`src/htdps_pkg.sv`:
```
// shared types and constants for the depth-preferred hash table store
// no dependencies
`default_nettype none
package htdps_pkg;

   localparam int INDEX_BITS = 12;
   localparam int TABLE_DEPTH = 1 << INDEX_BITS;
   localparam int KEY_W = 64;
   localparam int TAG_W = 16;
   localparam int FLAG_W = 2;
   localparam int MOVE_W = 16;
   localparam int DEPTH_W = 8;
   localparam int SCORE_W = 16;
   localparam int CSR_INDEX_W = 1;
   localparam int CSR_DATA_W = 16;

   localparam logic CMD_STORE = 1'b0;
   localparam logic CMD_PROBE = 1'b1;

   localparam logic [CSR_INDEX_W-1:0] CSR_EXACT_FLAG = 1'd0;
   localparam logic [CSR_INDEX_W-1:0] CSR_NO_MOVE = 1'd1;

   typedef struct packed {
      logic [TAG_W-1:0] tag;
      logic [FLAG_W-1:0] flag;
      logic [MOVE_W-1:0] move;
      logic [DEPTH_W-1:0] depth;
      logic signed [SCORE_W-1:0] score;
      logic signed [SCORE_W-1:0] eval;
   } entry_type;

   localparam int ENTRY_W = $bits(entry_type);

   typedef struct packed {
      logic capture;
      logic clr_write;
      logic commit_store;
      logic rsp_load;
   } dp_cmd_type;

   typedef struct packed {
      logic is_probe;
      logic clr_last;
      logic rsp_free;
   } dp_status_type;

endpackage
`default_nettype wire

```
`src/htdps_ctrl.sv`:
```
// controller state machine: clearing pass, accept, read, update
// depends on htdps_pkg
`default_nettype none
module htdps_ctrl (
   input  wire logic                    clock,
   input  wire logic                    reset,
   input  wire logic                    req_valid,
   output logic                         req_stall,
   input  wire htdps_pkg::dp_status_type status,
   output htdps_pkg::dp_cmd_type        cmd
);

   typedef enum logic [3:0] {
      ST_CLEAR  = 4'b0001,
      ST_IDLE   = 4'b0010,
      ST_READ   = 4'b0100,
      ST_UPDATE = 4'b1000
   } state_type;

   state_type state_ff, state_in;

   always_comb begin
      state_in = state_ff;
      cmd = '0;
      req_stall = 1'b1;
      unique case (state_ff)
         ST_CLEAR: begin
            cmd.clr_write = 1'b1;
            if (status.clr_last) begin
               state_in = ST_IDLE;
            end
         end
         ST_IDLE: begin
            req_stall = 1'b0;
            if (req_valid) begin
               cmd.capture = 1'b1;
               state_in = ST_READ;
            end
         end
         ST_READ: begin
            state_in = ST_UPDATE;
         end
         ST_UPDATE: begin
            if (!status.is_probe) begin
               cmd.commit_store = 1'b1;
               state_in = ST_IDLE;
            end else if (status.rsp_free) begin
               cmd.rsp_load = 1'b1;
               state_in = ST_IDLE;
            end
         end
         default: begin
            state_in = ST_CLEAR;
         end
      endcase
   end

   always_ff @(posedge clock) begin
      if (reset) begin
         state_ff <= ST_CLEAR;
      end else begin
         state_ff <= state_in;
      end
   end

endmodule
`default_nettype wire

```
`config.mk`:
```
export PLATFORM = sky130hd
export DESIGN_NAME = htdps_ctrl
export DESIGN_NICKNAME = d
export VERILOG_FILES = /design/src/htdps_pkg.sv /design/src/htdps_ctrl.sv
export SDC_FILE = /design/constraint.sdc
export NUM_CORES = 1
export LEC_CHECK = 0
export ABC_CLOCK_PERIOD_IN_PS = 1000
export BUFFER_PORTS_ARGS = -buffer_cell sky130_fd_sc_hd__buf_4
export CAP_MARGIN = 25
export CORE_AREA = 2 2 39 41
export CTS_BUF_LIST = sky130_fd_sc_hd__clkbuf_4 sky130_fd_sc_hd__clkbuf_8 sky130_fd_sc_hd__clkbuf_16
export DETAILED_ROUTE_END_ITERATION = 10
export DIE_AREA = 0 0 41 43
export PLACE_DENSITY = 0.5
export SLEW_MARGIN = 20
export SYNTH_ARGS = -nofsm -noshare
export SYNTH_HDL_FRONTEND = slang
export SYNTH_SLANG_ARGS = --single-unit
```
`constraint.sdc`:
```
create_clock -name clock -period 1 [get_ports clock]
set_input_delay 0.2 -clock clock [delete_from_list [all_inputs] [get_ports clock]]
set_output_delay 0.2 -clock clock [all_outputs]
set_load 0.005 [all_outputs]
```
# After elaboration in Yosys (flattened, before gate mapping)
# Cells that the tools add are included.
totals:
  elab_cells: 22
  reg_bits: 4
  output_inout_bits: 5
op_classes:
  muxes: 13
  eq_ne: 7
  reduce_logical: 1
ops:
  columns: ["op", "count"]
  rows:
  - ["$mux 4", 4]
  - ["$pmux 4 s4", 1]
  - ["$mux 1", 7]
  - ["$eq 4x1->1 const B", 1]
  - ["$eq 4x2->1 const B", 1]
  - ["$eq 4x3->1 const B", 1]
  - ["$eq 4x4->1 const B", 1]
  - ["$ne 2x2->1 const B", 2]
  - ["$ne 3x3->1 const B", 1]
  - ["$reduce_and 3->1", 1]
  - ["$mux 2", 1]

# Depth between registers and ports, before layout
# Gate-level depths: netlist (run 1).
logic_depth:
  ltp_word: 3
  depth_mapped: 4
  mapped_depth_nobuf: 3

# Worst setup path after synthesis (run 1)
# OpenSTA, ideal clock, no wires.
synth_timing:
  kind: "register -> output"
  from: "register state_ff[3]"
  to: "output port cmd[0] (netlist name)"
  t_arrival_ns: 0.909
  stages_incl_launch_ff: 4
  required_ns: 0.800
  slack_ns: -0.109
  cell_sequence: "dfxtp_1 buf_2 nor4b_2 and3_1"
synth_rtl:
  columns: ["element", "line_no", "rtl"]
  rows:
  - ["from (decl)", "htdps_ctrl.sv:20", "state_type state_ff, state_in;"]
  - ["from (signal assigned)", "htdps_ctrl.sv:62", "state_ff <= state_in;"]
  - ["to (decl)", "htdps_ctrl.sv:10", "output htdps_pkg::dp_cmd_type cmd"]

==> reports/results.tsv, run 1 <==
metric	value	unit
syn_avg_cell_area	9.56	µm²
cp-start-kind	flop	
first_iter_violations	1	
largest_register	state_ff	
portBuffers	10	
ant_nets	0	
drv_slew	0	
ys_seq_elements	4	
setup_viol	8	
ys_warn_count	0	
synth_top_cell_by_area	dfxtp_1	
synth_cell_types	20	
layout.area.seq	92.6	µm²
hold_violations	0	
core	0.00138	mm²
syn_inst	28	
fin_worst_skew	0.00262	ns
vias_per_cell	4.45	
insertion_delay	0.23	ns
irDropWorstVdd	0.568	mV
antenna_found_initial	0	
track_usage	0.0933	
syn-cell-area	268	µm²
required	0.80	ns
failed_checks	setup timing	
maxCapViolCount	0	
htreeDepth	1	
row_count	14	
num_vias	294	
io_pins	11	
async_flop_share	0	
fillers	149	
die_w	41	µm
synth_flop_cell	dfxtp_1	
reg_top3	state_ff x4	
drive_gt1_frac	0.680	
power	0.559	mW
rsz0062_at_grt	true	
p_leak	0.248	nW
yosysSeqAreaShare	0.299	
min_path_type	in2reg	
placed_area	417	µm²
worst_slack	-0.394	ns
max_clock_freq	0.718	GHz
synth_edf_count	0	
worst-setup-path-type	reg2out	
grt_start_max_net_pins	7	
multiInputGateArea	218	µm²
powerDensity	1030	mW/mm²
relSlewSlack	0.835	
wire_per_inst	10.3	µm
cts_sinks	4	
die-area	0.00176	mm²
drc_errors	0	
fin_cells	66	
arrival	1.19	ns
worst-path-max-fanout	4	
start_util	0.193	
cts-root-buf	clkbuf_4	
grt_pass1_wl	1120	µm
placed_cells	56	
gp_congestion	0.736	
cts_hold_buf	0	
max_slew.worst_pin.slew	0.246	ns
wl	678	µm
cts_made_buffers	3	
fin_crit_sh	1.39	
diodes	0	
final_nets	58	
hold-path-cell-count	2	
synthTopCellsByArea	dfxtp_1, nor4b_2, nor4b_4, nand3b_1, and3_1	
area_growth_syn_to_layout	102	%
outcome	finished, violations left	
reg2regPathDepth	6	
largest_reg_flops	4	
grt_pass1_vias	267	
first_pass_iters	2	
stdcell_area	542	µm²
synth.top_cell.area_share	0.299	
cts.clk_slew.worst_paths	0.04	ns
die_h	43	µm
critPathCaptureType	output pin	
cts_tree	built	
grt.overflow.total	0	
synth_nets	34	
clk_path_buf_depth	2	
min_period	1.39	ns
kinds of logic after synthesis:
family,after synthesis,share of synthesized area
compound gates,5,0.117
xor+xnor,1,0.0327
flops,4,0.299
buf+inv,2,0.0327
simple gates,16,0.519
final cells by class:
class                   count  share of cell area
multi-input cells          22               0.402
repair buffers             20               0.342
flip-flops and latches      4               0.171
clock buffers               3              0.0416
well taps                  16              0.0370
inverters                   1             0.00693
worst paths after layout:
kind	startpoint	end	slack, ns
min reg2reg	state_ff[2]	state_ff[3]	0.58
min	reset	state_ff[3]	0.15
max reg2reg	state_ff[1]	state_ff[1]	-0.32
max	state_ff[1]	cmd[2]	-0.39
repair_timing:
item | in CTS | in global routing
setup buffers | 4 | 3
gates resized for setup | 10 | 3
hold endpoints to repair | 0 | 0
pin swaps | 7 | 3
endpoints found under the setup margin | 9 | 9
critical path, cell delays in order (launching register included):
cell and delay [ns]:
dfxtp_4 0.35, buf_4 0.13, buf_6 0.11, nor4b_4 0.22
buf_4 0.15
through the flow:
| stage | setup TNS (ns) | hold slack [ns] | utilization | worst slack [ns] |
|---|---|---|---|---|
| 3_5_place_dp | -1.30 | 0.398 | 0.301 | -0.217 |
| 2_1_floorplan | -0.111 | 0.269 | - | -0.0336 |
| 3_3_place_gp | -1.19 | 0.392 | 0.301 | -0.189 |
| 4_1_cts | -2.25 | 0.144 | 0.363 | -0.402 |
| 5_1_grt | -2.91 | 0.147 | 0.392 | -0.462 |
| 6_report | -2.43 | 0.146 | 0.392 | -0.394 |
cell usage after synthesis (2+ instances only):
library cell,instances
nor2b_1,2
nand3b_1,2
nor4b_2,2
dfxtp_1,4
a21oi_1,2
and3_1,2
cell usage in the layout (no fill, tap or decap), drive strengths merged:
cell type,Yosys,final
clkbuf,0,3
nand2,1,1
nor2b,2,2
and3,2,2
a21o,1,1
nor3b,1,1
and2b,1,1
nor4b,4,4
and2,1,1
buf,1,20
a21oi,2,2
o31a,1,1
dfxtp,4,4
o21ai,1,1
xor2,1,1
inv,1,1
nor2,1,1
nand3b,2,2
nor3,1,1
layer usage:
metal / track usage / up-vias / part of all wire
li1: - / 150 / -
met1: 0.128 / 137 / 0.44
met2: 0.128 / 7 / 0.50
met3: 0.0471 / 0 / 0.059
met4: 0.0200 / 0 / 0
met5: 0 / - / 0
power breakdown:
part | switching (mW) | total, mW | internal, mW
registers | 0.0199 | 0.190 | 0.170
clock network | 0.0622 | 0.196 | 0.134
logic | 0.0548 | 0.173 | 0.118
Power figures use the tool's default switching activity.
==> run 2: changes to the inputs <==
- SKIP_LAST_GASP: unset -> 1
==> reports/results.tsv, run 2 (same netlist as run 1, synthesis figures left out) <==
metric	value	unit
p_int	0.418	mW
hold_violations	0	
track_usage	0.0943	
clk_path_buf_depth	2	
cts-root-buf	clkbuf_4	
worst_slack	-0.388	ns
portBuffers	10	
relSlewSlack	0.835	
gp_congestion	0.736	
maxCapViolCount	0	
grt_pass1_vias	267	
cts_sinks	4	
core	0.00138	mm²
die_h	43	µm
crit_buf_inv	1	
die-area	0.00176	mm²
crit_chain	nor4b_4 -> and2_4 -> buf_6	
die_w	41	µm
p_leak	0.246	nW
setup_viol	9	
min_path_type	in2reg	
cts_hold_buf	0	
outcome	finished, violations left	
layout_common_cells	buf_4, buf_6, nor4b_4, clkbuf_4, dfxtp_4	
vias_per_cell	4.36	
drive_gt1_frac	0.680	
cts.clk_slew.worst_paths	0.04	ns
placed_area	417	µm²
p_sw_frac	0.249	
drv_slew	0	
worst-setup-path-type	reg2out	
num_vias	288	
first_pass_iters	2	
mostFrequentLayoutCell	buf_4	
drc_errors	0	
grt_pass1_wl	1130	µm
insertion_delay	0.23	ns
irDropWorstVdd	0.585	mV
ant_nets	0	
cpMaxStageDelayCell	dfxtp_4	
combPwrFrac	0.303	
start_util	0.193	
first_iter_violations	2	
largest_register	state_ff	
row_count	14	
fin_crit_sh	1.39	
slowest_delay	0.36	ns
path_delay_family	simple AND/OR/NAND/NOR gates	
diodes	0	
final_nets	58	
worst-path-max-fanout	4	
grt.overflow.total	0	
fillers	150	
max_slew.worst_pin.slew	0.246	ns
pwr-share-clk	0.356	
wire_per_inst	10.7	µm
cts_tree	built	
antenna_found_initial	0	
failed_checks	setup timing	
required	0.80	ns
place_ws	-0.217	ns
stdcell_area	537	µm²
critPathCaptureType	output pin	
io_pins	11	
arrival	1.19	ns
area_growth_syn_to_layout	100	%
fin_worst_skew	0.00191	ns
cp-start-kind	flop	
p_seq_frac	0.341	
p_switching	0.139	mW
largest_reg_flops	4	
rsz0062_at_grt	true	
htreeDepth	1	
cts_made_buffers	3	
min_period	1.39	ns
powerDensity	1040	mW/mm²
grt_start_max_net_pins	7	
reg_top3	state_ff x4	
max_clock_freq	0.720	GHz
wl	704	µm
run 2: changes by cell type in the layout (fill, tap and decap cells not counted):
cell and change:
buf_4 +1, a21oi_2 -1, buf_6 -1, nor2_1 -1, a21oi_1 +1, nor2_2 +1
run 2: power groups by stage:
stage | clock [mW] | combinational (mW) | sequential (mW)
6_report | 0.198 | 0.169 | 0.190
5_1_grt | 0.218 | 0.181 | 0.192
4_1_cts | 0.206 | 0.149 | 0.191
3_5_place_dp | 0 | 0.119 | 0.204
3_3_place_gp | 0 | 0.120 | 0.203
2_1_floorplan | 0 | 0.0603 | 0.198
run 2: worst paths after layout:
check / cells past startpoint / end / slack, ns / start
setup / recovery: 3 / cmd[3] / -0.39 / state_ff[3]
hold / removal: 2 / state_ff[3] / 0.15 / reset
setup reg to reg: 5 / state_ff[1] / -0.24 / state_ff[1]
hold reg to reg: 2 / state_ff[3] / 0.58 / state_ff[2]
run 2: timing repair:
action	in CTS	in global routing
resized for setup	9	3
cloned	0	0
endpoints found under the setup margin	9	9
buffers inserted	4	3
pin swaps	6	7
run 2: per-layer routing:
metal	GRT usage	routed length (µm)	vias to the layer above
li1	-	-	148
met4	0.0200	0	0
met1	0.131	301	133
met2	0.128	363	7
met5	0	0	-
met3	0.0471	40	0
run 2: cell type report:
cell class              instances  area [µm²]  area share
clock buffers                   3        22.5      0.0420
inverters                       1        3.75     0.00699
multi-input cells              22         216       0.403
flip-flops and latches          4        92.6       0.172
well taps                      16        20.0      0.0373
repair buffers                 20         181       0.338
run 2: stage by stage:
stage	hold WS (ns)	power, mW	TNS [ns]	utilization	cells
final	0.148	0.557	-2.32	0.388	66
after global routing	0.147	0.591	-2.82	0.388	66
after CTS	0.144	0.547	-2.25	0.361	63
after detailed placement	0.398	0.322	-1.30	0.301	56
after global placement	0.392	0.323	-1.19	0.301	56
after floorplan	0.269	0.259	-0.111	-	28
